$ cat src/hdl/tfdd_pkg.sv
`default_nettype none
package tfdd_pkg;

  localparam int LIMB_BITS  = 64;
  localparam int STEP_W     = $clog2(LIMB_BITS);
  localparam int LIMB_IDX_W = 3;

  typedef enum logic [1:0] {
    S_IDLE,
    S_DIV,
    S_EMIT
  } tfdd_state_e;

  typedef struct packed {
    logic clear;  // zero the carried remainder at the start of a division
    logic step;   // one quotient bit
  } tfdd_ctl_t;

endpackage
`default_nettype wire

$ cat src/hdl/target_from_difficulty_divider_core.sv
// Target from difficulty: divides the all-ones value of NUM_LIMBS*64 bits by
// a 64-bit difficulty (zero is taken as one) and returns the quotient as
// NUM_LIMBS words of 64 bits, most significant first.
// Input channel: in_valid_i / in_stall_o with difficulty_i. A word is taken
// when valid is high and stall is low; stall stays high while a division runs.
// Output channel: out_valid_o / out_stall_i with limb_index_o, quotient_limb_o
// and last_o; last_o marks the least significant word.
// Each word is built by repeated passes through the shared 64-bit
// subtract-and-compare of the bit-serial divider, then a hand-off state.
// A new difficulty is taken as soon as the last word enters the output
// register, even while that word still waits.
// If the receiver stalls, the finished word is held in the divider and the
// sequencer waits until the output register frees.
// Reset clears the sequencer and drops out_valid_o.
`default_nettype none
module target_from_difficulty_divider_core
  import tfdd_pkg::*;
#(
  parameter int NUM_LIMBS = 8
) (
  input  wire logic                  clk_i,
  input  wire logic                  rst_ni,
  input  wire logic                  in_valid_i,
  output logic                       in_stall_o,
  input  wire logic [63:0]           difficulty_i,
  output logic                       out_valid_o,
  input  wire logic                  out_stall_i,
  output logic [LIMB_IDX_W-1:0]      limb_index_o,
  output logic [LIMB_BITS-1:0]       quotient_limb_o,
  output logic                       last_o
);

  localparam int LimbCntW = (NUM_LIMBS > 1) ? $clog2(NUM_LIMBS) : 1;

  tfdd_state_e state_q, state_d;
  logic [STEP_W-1:0]   step_q, step_d;
  logic [LimbCntW-1:0] limb_q, limb_d;
  logic [LIMB_BITS-1:0] divisor_q;
  tfdd_ctl_t ctl;
  logic accept, out_free, out_load, step_end, limb_end;
  logic [LIMB_BITS-1:0] quotient;
  logic [LimbCntW+LIMB_IDX_W-1:0] limb_ext;

  logic                  out_valid_q, out_valid_d;
  logic [LIMB_IDX_W-1:0] out_idx_q;
  logic [LIMB_BITS-1:0]  out_quot_q;
  logic                  out_last_q;

  assign accept   = in_valid_i && !in_stall_o;
  assign out_free = !out_valid_q || !out_stall_i;
  assign step_end = step_q == STEP_W'(LIMB_BITS - 1);
  assign limb_end = limb_q == LimbCntW'(NUM_LIMBS - 1);
  assign limb_ext = {{LIMB_IDX_W{1'b0}}, limb_q};

  // next state
  always_comb begin
    state_d = state_q;
    unique case (state_q)
      S_IDLE: if (in_valid_i) state_d = S_DIV;
      S_DIV:  if (step_end) state_d = S_EMIT;
      S_EMIT: if (out_free) state_d = limb_end ? S_IDLE : S_DIV;
      default: state_d = S_IDLE;
    endcase
  end

  // outputs of the sequencer
  always_comb begin
    in_stall_o = 1'b1;
    ctl        = '0;
    out_load   = 1'b0;
    step_d     = step_q;
    limb_d     = limb_q;
    unique case (state_q)
      S_IDLE: begin
        in_stall_o = 1'b0;
        ctl.clear  = in_valid_i;
        step_d     = '0;
        limb_d     = '0;
      end
      S_DIV: begin
        ctl.step = 1'b1;
        step_d   = step_q + 1'b1;
      end
      S_EMIT: begin
        out_load = out_free;
        if (out_free) limb_d = limb_q + 1'b1;
      end
      default: ;
    endcase
  end

  always_ff @(posedge clk_i or negedge rst_ni) begin
    if (!rst_ni) begin
      state_q     <= S_IDLE;
      step_q      <= '0;
      limb_q      <= '0;
      out_valid_q <= 1'b0;
    end else begin
      state_q     <= state_d;
      step_q      <= step_d;
      limb_q      <= limb_d;
      out_valid_q <= out_valid_d;
    end
  end

  assign out_valid_d = out_load || (out_valid_q && out_stall_i);

  always_ff @(posedge clk_i) begin
    if (accept) begin
      divisor_q <= (difficulty_i == '0) ? LIMB_BITS'(1) : difficulty_i;
    end
    if (out_load) begin
      out_idx_q  <= limb_ext[LIMB_IDX_W-1:0];
      out_quot_q <= quotient;
      out_last_q <= limb_end;
    end
  end

  tfdd_bitdiv u_bitdiv (
    .clk_i      (clk_i),
    .ctl_i      (ctl),
    .divisor_i  (divisor_q),
    .quotient_o (quotient)
  );

  assign out_valid_o     = out_valid_q;
  assign limb_index_o    = out_idx_q;
  assign quotient_limb_o = out_quot_q;
  assign last_o          = out_last_q;

endmodule
`default_nettype wire

$ cat src/hdl/tfdd_bitdiv.sv
`default_nettype none
// Bit-serial restoring divider. The dividend limb is all ones, so a one is
// shifted in on every step; the remainder carries over from limb to limb.
module tfdd_bitdiv
  import tfdd_pkg::*;
(
  input  wire logic                 clk_i,
  input  wire tfdd_ctl_t            ctl_i,
  input  wire logic [LIMB_BITS-1:0] divisor_i,
  output logic      [LIMB_BITS-1:0] quotient_o
);

  logic [LIMB_BITS-1:0] part_q, part_d;
  logic [LIMB_BITS-1:0] quot_q, quot_d;
  logic [LIMB_BITS:0]   shifted;
  logic [LIMB_BITS:0]   diff;
  logic                 ge;

  always_comb begin
    shifted = {part_q, 1'b1};
    diff    = shifted - {1'b0, divisor_i};
    ge      = ~diff[LIMB_BITS];
    part_d  = part_q;
    quot_d  = quot_q;
    if (ctl_i.clear) begin
      part_d = '0;
      quot_d = '0;
    end else if (ctl_i.step) begin
      part_d = ge ? diff[LIMB_BITS-1:0] : shifted[LIMB_BITS-1:0];
      quot_d = {quot_q[LIMB_BITS-2:0], ge};
    end
  end

  always_ff @(posedge clk_i) begin
    part_q <= part_d;
    quot_q <= quot_d;
  end

  assign quotient_o = quot_q;

endmodule
`default_nettype wire

$ cat config.mk
export PLATFORM = sky130hd
export DESIGN_NAME = target_from_difficulty_divider_core
export DESIGN_NICKNAME = d
export VERILOG_FILES = /design/src/hdl/tfdd_pkg.sv /design/src/hdl/target_from_difficulty_divider_core.sv /design/src/hdl/tfdd_bitdiv.sv
export SDC_FILE = /design/constraint.sdc
export NUM_CORES = 1
export LEC_CHECK = 0
export ABC_AREA = 1
export BUFFER_PORTS_ARGS = -buffer_cell sky130_fd_sc_hd__buf_4
export CORE_MARGIN = 2
export CORE_UTILIZATION = 45
export DETAILED_ROUTE_END_ITERATION = 10
export SLEW_MARGIN = 25
export SYNTH_ARGS = -nofsm -noshare
export SYNTH_HDL_FRONTEND = slang
export SYNTH_HIERARCHICAL = 1
export SYNTH_SLANG_ARGS = --single-unit
$ cat constraint.sdc
create_clock -name clk_i -period 4.8 [get_ports clk_i]
set_clock_uncertainty 0.1 [all_clocks]
set_input_delay 0.24 -clock clk_i [delete_from_list [all_inputs] [get_ports clk_i]]
set_output_delay 0.24 -clock clk_i [all_outputs]
set_load 0.02 [all_outputs]
==> impl_metrics.tcl, run 1 <==
set metrics [dict create \
    crit_chain "inv_1 > ha_1 > nand3_1 > nand2_2 > nand2_1 > nand2_2 > nand2_1 > nand2_2 > nand2_1 > nand2_2 > nand2_2 > nand2_2 > nand2_2 > nand2_2 > buf_4 > nand3_1 > nand2_1 > a21oi_1" \
    cts_tree "done" \
    antenna_cells 0 \
    initial_utilization_pct 45.9 \
    reg2reg_depth 18 \
    finalHoldViolCount 0 \
    vias_per_cell 4.78 \
    final_nets 2676 \
    worst_pin_slew_ns 1.03 \
    gp_congestion 0.976 \
    area_growth_pct 17.4 \
    clkSinkCount 272 \
    required_ns 5.12 \
    r2r_slack_ns 1.53 \
    path_max_fanout 22 \
    setup_viol 0 \
    drive_above_1_share_pct 9.01 \
    row_count 69 \
    htreeDepth 1 \
    fillCellCount 3579 \
    wire_per_inst_um 14.9 \
    ys_ff_latch 272 \
    die_area_um2 38000 \
    multiInputGateArea_um2 7330 \
    synth_top_flop_cell "edfxtp_1" \
    async_reset_ff_share_pct 4.41 \
    outcome "finished, final reports clean" \
    ant_nets 0 \
    drt-initial-drc-count 810 \
    synth_warnings 6 \
    clk_latency_ns 0.57 \
    die_y_um 195 \
    detailed_place_hpwl_um 33800 \
    syn-num-nets 2551 \
    grt_pass1_wl_um 72100 \
    overflow 0 \
    maxSlewHeadroom_pct 31.5 \
    syn_area_per_cell_um2 6.78 \
    core_um2 35700 \
    r2r-end "u_bitdiv/part_q[53]" \
    drv_cap 0 \
    drc_errors 0 \
    numCtsBuffers 29 \
    synth-seq-area-share_pct 41.6 \
    power.density_nw_per_um2 615 \
    finalPower_w 0.0118 \
    path_clk_slew_ns 0.06 \
    cp-end-kind "flop" \
    cts.path.max_buffers 3 \
    synth.distinct_cells 39 \
    io_buffers 137 \
    ios 138 \
    period_share_pct 68.1 \
    seq_area_um2 6830 \
    postSynthCellCount 2416 \
    period_minus_slack_ns 3.27 \
    root_buffer "clkbuf_16" \
    rr_startpoint "divisor_q[3]" \
    cts_resized 0 \
    critical_path.slowest_cell "ha_1" \
    tns_ns 0 \
    worst_ir_drop_vdd_mv 0.374 \
    synth_enable_flop_cells 132 \
    critPathArrivalTime_ns 3.59 \
    antenna_found_initial 0 \
    rsz0062_at_grt "no" \
    crit_path_frequent_cell "nand2_2" \
    p_leak_nw 9.69 \
    critPathKind "flop to flop" \
    die_w_um 195 \
    fmax_mhz 306 \
    hold_start "difficulty_i[31]" \
    hp-class "input port to flop" \
    cp-start-kind "flop" \
    synth_area_um2 16400 \
    cpPeakStageDelay_ns 0.44 \
    drt_pass1_iterations 5 \
    slew_viol_final 0 \
    worstHoldPathCells 2 \
    hold_end "divisor_q[31]" \
    grt_pass1_vias 13900 \
    routed_wl_um 44900 \
    grt_max_degree 193 \
    track_usage_pct 23.6 \
    vias 14500 \
]
## cells in the mapped netlist, types with 2 or more instances
master	instances	share of area, %
nand2_1	914	21
ha_1	66	5.0
nand4_1	19	0.73
and2_1	4	0.15
buf_6	10	0.69
o21ai_0	12	0.37
buf_1	4	0.092
nand2_2	12	0.46
nor4_1	2	0.076
buf_2	9	0.27
a21oi_1	174	5.3
clkbuf_1	95	2.2
o21bai_1	9	0.41
nand3b_1	9	0.41
dfrtp_1	12	1.8
edfxtp_1	132	24
nor2_1	152	3.5
inv_1	447	10
nor2_2	6	0.23
nor2_4	4	0.27
xnor2_1	10	0.53
nor3_1	8	0.24
inv_2	12	0.27
xor2_1	22	1.2
a22o_1	2	0.11
nand3_1	130	4.0
dfxtp_1	128	16
## area by class of cell
class,count,share of cell area (%)
Clock inverter,16,1.18
Multi-Input combinational cell,1566,38.1
Sequential cell,272,35.5
Inverter,460,8.98
Tap cell,461,3.00
Clock buffer,37,4.08
Timing Repair Buffer,212,9.22
## worst max-delay path: cells and delay by family (launching register included)
kind	cells	cell delay, ns
fa+ha+maj	1	0.44
compound gates	1	0.06
buf+inv	2	0.39
simple gates	14	1.79
flops	1	0.33
## routing by layer
| layer | routed length (µm) | up-vias | part of all wire (%) | global-route usage (%) |
|---|---|---|---|---|
| li1 | - | 7585 | - | - |
| met1 | 21700 | 6542 | 48 | 32.9 |
| met2 | 20000 | 282 | 45 | 38.9 |
| met3 | 2100 | 52 | 4.7 | 2.78 |
| met4 | 1110 | 0 | 2.5 | 6.22 |
| met5 | 0 | - | 0 | 0 |
## power by group
part	leakage, nW	internal [W]	switching [W]
sequential	2.44	0.00289	0.000271
clock	0.494	0.00143	0.000928
combinational	6.75	0.00203	0.00429
total	9.69	0.00635	0.00548
## cell families after synthesis
family,after synthesis,share of synthesized area [%]
simple gates,1264,31.2
fa+ha+maj,67,5.16
buf+inv,578,13.8
compound gates,203,6.54
xor+xnor,32,1.71
flops,272,41.6
## worst max-delay path by stage
stage	from	slack, ns	endpoint
2_1_floorplan	state_q[1]	0.46	u_bitdiv/part_q[33]
3_3_place_gp	divisor_q[3]	1.56	u_bitdiv/part_q[7]
3_5_place_dp	divisor_q[3]	1.48	u_bitdiv/part_q[11]
4_1_cts	divisor_q[3]	1.44	u_bitdiv/part_q[11]
5_1_grt	divisor_q[7]	1.28	u_bitdiv/part_q[54]
6_report	divisor_q[3]	1.53	u_bitdiv/part_q[53]
## sequential cells by signal, indices dropped and copies added, names as in the netlist
register / flops
divisor_q: 64
state_q: 2
last_o: 1
limb_q: 3
u_bitdiv/part_q: 64
limb_index_o: 3
quotient_limb_o: 64
u_bitdiv/quotient_o: 64
step_q: 6
out_valid_o: 1
## timing repair
action                                 4_1_cts  5_1_grt
buffers inserted                             0        0
endpoints found under the hold margin       79        0
hold buffers                                68        0
## through the flow
step	setup slack (ns)	hold slack [ns]	area, µm²	std cells	utilization, %
finish	1.53	0.292	19200	3024	53.9
global route	1.28	0.274	19200	3024	53.9
CTS	1.44	0.268	19200	3024	53.8
detailed placement	1.48	-0.00842	17500	2903	49.1
global placement	1.56	-0.00964	17500	2903	49.1
floorplan	0.463	-0.156	16400	2416	-
## cells in the final DEF (no fill, tap or decap), types with 12 or more instances in the layout
master and instances:
o21ai_0 12, edfxtp_1 132, dfxtp_1 128, nand3_1 130, dlygate4sd3_1 68, ha_1 66, clkbuf_16 29, nor2_1 150
dfrtp_1 12, nand4_1 19, inv_1 447, a21oi_1 174, nand2_1 914, buf_4 143, xor2_1 22
No activity file was read; power rests on OpenSTA's default activity.
==> run 2: changes to the inputs <==
==> constraint.sdc (replaced) <==
create_clock -name clk_i -period 3.3 [get_ports clk_i]
set_clock_uncertainty 0.1 [all_clocks]
set_input_delay 0.165 -clock clk_i [delete_from_list [all_inputs] [get_ports clk_i]]
set_output_delay 0.165 -clock clk_i [all_outputs]
set_load 0.02 [all_outputs]
==> run 2 against run 1 <==
Compared with the run above: maximum frequency rose by 9.4%; hold slack lost 0.069 ns; design area increased by 0.99%; setup slack worse by 1.2 ns; combinational power is 51% higher; total power grew 49%; sequential power increased by 46%; critical path depth unchanged; register-to-register slack lost 1.2 ns; critical path type unchanged; critical endpoint is now u_bitdiv/part_q[50]; highest routed layer unchanged.
==> impl_metrics.tcl, run 2 (synthesis results as in run 1) <==
set metrics [dict create \
    outcome "finished, final reports clean" \
    numCtsBuffers 30 \
    reg2reg_depth 18 \
    io_buffers 137 \
    mostFrequentLayoutCells "nand2_1, inv_1, a21oi_1" \
    tns_ns 0 \
    overflow 0 \
    antenna_found_initial 0 \
    ant_nets 0 \
    detailed_place_hpwl_um 35700 \
    htreeDepth 1 \
    seq_power_share_pct 26.1 \
    row_count 69 \
    worst_pin_slew_ns 0.824 \
    worstHoldPathCells 2 \
    period_minus_slack_ns 2.99 \
    rsz0062_at_grt "no" \
    critPathArrivalTime_ns 3.31 \
    cp-start-kind "flop" \
    drt_pass1_iterations 5 \
    vias 14600 \
    p_leak_nw 9.78 \
    pwr-share-comb_pct 54.1 \
    hold_buffers 68 \
    finalPower_w 0.0176 \
    clk_latency_ns 0.57 \
    cts_tree "done" \
    switchingPower_w 0.00826 \
    area_growth_pct 18.6 \
    cp-end-kind "flop" \
    power.density_nw_per_um2 907 \
    power_frac_clock_pct 19.8 \
    cts_resized 0 \
    final_nets 2688 \
    wire_per_inst_um 15.4 \
    finalHoldViolCount 0 \
    core_um2 35700 \
    die_w_um 195 \
    required_ns 3.62 \
    routed_wl_um 46900 \
    grt_max_degree 120 \
    postCtsSetupBuffers 0 \
    worst_ir_drop_vdd_mv 0.515 \
    swShare_pct 46.8 \
    cts.path.max_buffers 3 \
    maxSlewHeadroom_pct 45.1 \
    setup_viol 0 \
    gp_congestion 0.953 \
    dp_cells 2914 \
    drt-initial-drc-count 854 \
    drc_errors 0 \
    layout_commonest_cell "nand2_1" \
    hp-class "input port to flop" \
    path_max_fanout 21 \
    grt_pass1_vias 14000 \
    path_clk_slew_ns 0.07 \
    track_usage_pct 24.7 \
    antenna_cells 0 \
    period_share_pct 90.5 \
    vias_per_cell 4.80 \
    drv_cap 0 \
    fmax_mhz 335 \
    slew_viol_final 0 \
    drive_above_1_share_pct 9.70 \
    p_int_w 0.00938 \
    final_cells 3038 \
    root_buffer "clkbuf_16" \
    die_area_um2 38000 \
    initial_utilization_pct 45.9 \
    clkSinkCount 272 \
    ios 138 \
    critPathKind "flop to flop" \
    grt_pass1_wl_um 75000 \
    die_y_um 195 \
]
[run 2: path summary, 6_finish.rpt]
kind / start / slack, ns / to
min in group asynchronous: rst_ni / 0.55 / step_q[5]
max: divisor_q[25] / 0.31 / u_bitdiv/part_q[50]
max in group asynchronous: rst_ni / 2.18 / step_q[0]
max reg2reg: divisor_q[25] / 0.31 / u_bitdiv/part_q[50]
min reg2reg: u_bitdiv/quotient_o[63] / 0.34 / quotient_limb_o[63]
min: difficulty_i[14] / 0.22 / divisor_q[14]
[run 2: through the flow]
| step | hold WS, ns | instance area, µm² | worst slack, ns | utilization (%) |
|---|---|---|---|---|
| floorplan | -0.231 | 16400 | 0.0346 | - |
| global placement | -0.0861 | 17700 | 0.363 | 49.5 |
| detailed placement | -0.0853 | 17700 | 0.342 | 49.5 |
| CTS | 0.193 | 19400 | 0.317 | 54.4 |
| global route | 0.206 | 19400 | 0.0710 | 54.4 |
| finish | 0.223 | 19400 | 0.314 | 54.4 |
[run 2: final cells by class]
type,instances,area [µm²]
Clock buffer,31,754
Inverter,460,1730
Timing Repair Buffer,223,1940
Tap cell,461,577
Multi-Input combinational cell,1566,7320
Clock inverter,25,292
Fill cell,3560,16300
Sequential cell,272,6830
[run 2: routing by layer]
metal	GRT usage [%]	routed length [µm]	vias up
met5	0	0	-
met4	6.84	1190	0
met3	2.69	2030	64
met2	40.5	21100	307
met1	34.7	22600	6592
li1	-	-	7626
[run 2: worst max-delay path: stages (launching register included)]
cell and delay [ns]:
edfxtp_1 0.32, inv_1 0.05, ha_1 0.41, nand2_1 0.14
nor2_1 0.18, inv_2 0.08, nor2_4 0.16, inv_2 0.05
nor2_2 0.10, nand2_1 0.08, nand2_2 0.14, nand2_2 0.10
nand2_2 0.08, nand2_2 0.06, nand2_2 0.22, buf_12 0.22
nand3_1 0.17, nand2_1 0.11, a21oi_1 0.06
[run 2: power by group through the flow]
stage	registers, W	logic [W]	clock network, W
2_1_floorplan	0.00455	0.00694	0
3_3_place_gp	0.00464	0.00938	0
4_1_cts	0.00459	0.00954	0.00359
6_report	0.00460	0.00954	0.00350
3_5_place_dp	0.00466	0.00942	0
5_1_grt	0.00467	0.0108	0.00371
==> run 3: changes to the inputs <==
--- a/config.mk
+++ b/config.mk
@@ -9,6 +9,7 @@
 export BUFFER_PORTS_ARGS = -buffer_cell sky130_fd_sc_hd__buf_4
 export CORE_MARGIN = 2
 export CORE_UTILIZATION = 45
+export CTS_BUF_LIST = sky130_fd_sc_hd__clkbuf_16
 export DETAILED_ROUTE_END_ITERATION = 10
 export SLEW_MARGIN = 25
 export SYNTH_ARGS = -nofsm -noshare
==> run 3 against run 2 <==
Compared with the run above: critical path depth unchanged; total power about the same; maximum frequency about the same; highest routed layer unchanged; first-iteration DRC count decreased by 2.9%; largest power group unchanged; core utilization unchanged; final cell count unchanged; hold slack about the same; design area unchanged.
==> impl_metrics.tcl, run 3 (synthesis results as in run 1) <==
set metrics [dict create \
    path_clk_slew_ns 0.07 \
    final_nets 2688 \
    mostFrequentLayoutCells "nand2_1, inv_1, a21oi_1" \
    die_area_um2 38000 \
    tns_ns 0 \
    grt_pass1_wl_um 75000 \
    power.density_nw_per_um2 907 \
    overflow 0 \
    critPathKind "flop to flop" \
    finalHoldViolCount 0 \
    antenna_cells 0 \
    crit_chain "inv_1 > ha_1 > nand2_1 > nor2_1 > inv_2 > nor2_4 > inv_2 > nor2_2 > nand2_1 > nand2_2 > nand2_2 > nand2_2 > nand2_2 > nand2_2 > buf_12 > nand3_1 > nand2_1 > a21oi_1" \
    numCtsBuffers 30 \
    p_leak_nw 9.78 \
    cts.path.max_buffers 3 \
    core_um2 35700 \
    initial_utilization_pct 45.9 \
    r2r_slack_ns 0.32 \
    pre_cts_slack_ns 0.342 \
    fillCellCount 3560 \
    holdWs_ns 0.223 \
    grt_max_degree 120 \
    clk_latency_ns 0.57 \
    period_minus_slack_ns 2.98 \
    track_usage_pct 24.7 \
    drt_pass1_iterations 5 \
    seq_area_um2 6830 \
    fmax_mhz 335 \
    ant_nets 0 \
    gp_congestion 0.953 \
    path_max_fanout 21 \
    htreeDepth 1 \
    outcome "finished, final reports clean" \
    hp-class "input port to flop" \
    multiInputGateArea_um2 7320 \
    final_util_pct 54.4 \
    antenna_found_initial 0 \
    clkSinkCount 272 \
    cts_tree "done" \
    cpPeakStageDelay_ns 0.41 \
    period_share_pct 90.5 \
    routed_wl_um 46900 \
    worst_ir_drop_vdd_mv 0.515 \
    vias 14600 \
    cp-end-kind "flop" \
    critical_path.slowest_cell "ha_1" \
    critPathArrivalTime_ns 3.31 \
    setup_viol 0 \
    final_cell_area_um2 19400 \
    worst_slack_ns 0.315 \
    drive_above_1_share_pct 9.70 \
    area_growth_pct 18.6 \
    layout_commonest_cell "nand2_1" \
    die_w_um 195 \
    drt-initial-drc-count 829 \
    vias_per_cell 4.80 \
    cp-start-kind "flop" \
    die_y_um 195 \
    postCtsSetupBuffers 0 \
    maxSlewHeadroom_pct 45.5 \
    required_ns 3.62 \
    row_count 69 \
    ios 138 \
    root_buffer "clkbuf_16" \
    worst_pin_slew_ns 0.817 \
    slew_viol_final 0 \
    io_buffers 137 \
    dpl_cell_area_um2 17700 \
    drv_cap 0 \
    cts_resized 0 \
    wire_per_inst_um 15.4 \
    crit_path_frequent_cell "nand2_2" \
    grt_pass1_vias 14000 \
    detailed_place_hpwl_um 35700 \
    drc_errors 0 \
    rsz0062_at_grt "no" \
]
[run 3: changes by cell type in the layout (fill, tap and decap cells not counted), sizes merged]
cell	change
inv	+1
clkbuf	-1
[run 3: where the power goes]
| group | switching, W | internal, W | leakage [nW] |
|---|---|---|---|
| clock network | 0.00143 | 0.00207 | 0.510 |
| logic | 0.00643 | 0.00310 | 6.83 |
| registers | 0.000394 | 0.00420 | 2.44 |
[run 3: worst paths after layout]
check / endpoint / cells after the start / start
max: u_bitdiv/part_q[50] / 18 / divisor_q[25]
min: divisor_q[14] / 2 / difficulty_i[14]
max reg2reg: u_bitdiv/part_q[50] / 18 / divisor_q[25]
min reg2reg: quotient_limb_o[63] / 0 / u_bitdiv/quotient_o[63]
max in group asynchronous: step_q[0] / 3 / rst_ni
min in group asynchronous: step_q[5] / 3 / rst_ni
[run 3: cell type report]
type	count	area share (%)
repair buffers	223	9.96
multi-input cells	1566	37.7
flip-flops and latches	272	35.1
well taps	461	2.97
inverters	460	8.89
clock buffers	30	3.86
clock inverters	26	1.52
[run 3: per-layer routing]
metal / track usage (%) / vias to the layer above / wire, µm
met2: 40.5 / 310 / 21100
met4: 6.84 / 0 / 1190
met1: 34.7 / 6595 / 22400
met5: 0 / - / 0
li1: - / 7627 / -
met3: 2.69 / 64 / 2140
[run 3: worst max-delay path, delay by kind of cell (launching register included)]
kind / cells / cell delay (ns)
AND/OR/NAND/NOR: 12 / 1.54
adder cells (fa/ha/maj): 1 / 0.41
buffers and inverters: 4 / 0.40
flip-flops: 1 / 0.32
AO/OA/AOI/OAI: 1 / 0.06
[run 3: per-stage QoR]
stage	std cells	total power [W]
5_1_grt	3038	0.0192
6_report	3038	0.0176
4_1_cts	3038	0.0177
2_1_floorplan	2416	0.0115
3_5_place_dp	2914	0.0141
3_3_place_gp	2914	0.0140
[run 3: what timing repair did]
action	4_1_cts	5_1_grt
hold buffers	68	0
endpoints found under the hold margin	80	0
setup endpoints to repair	0	0
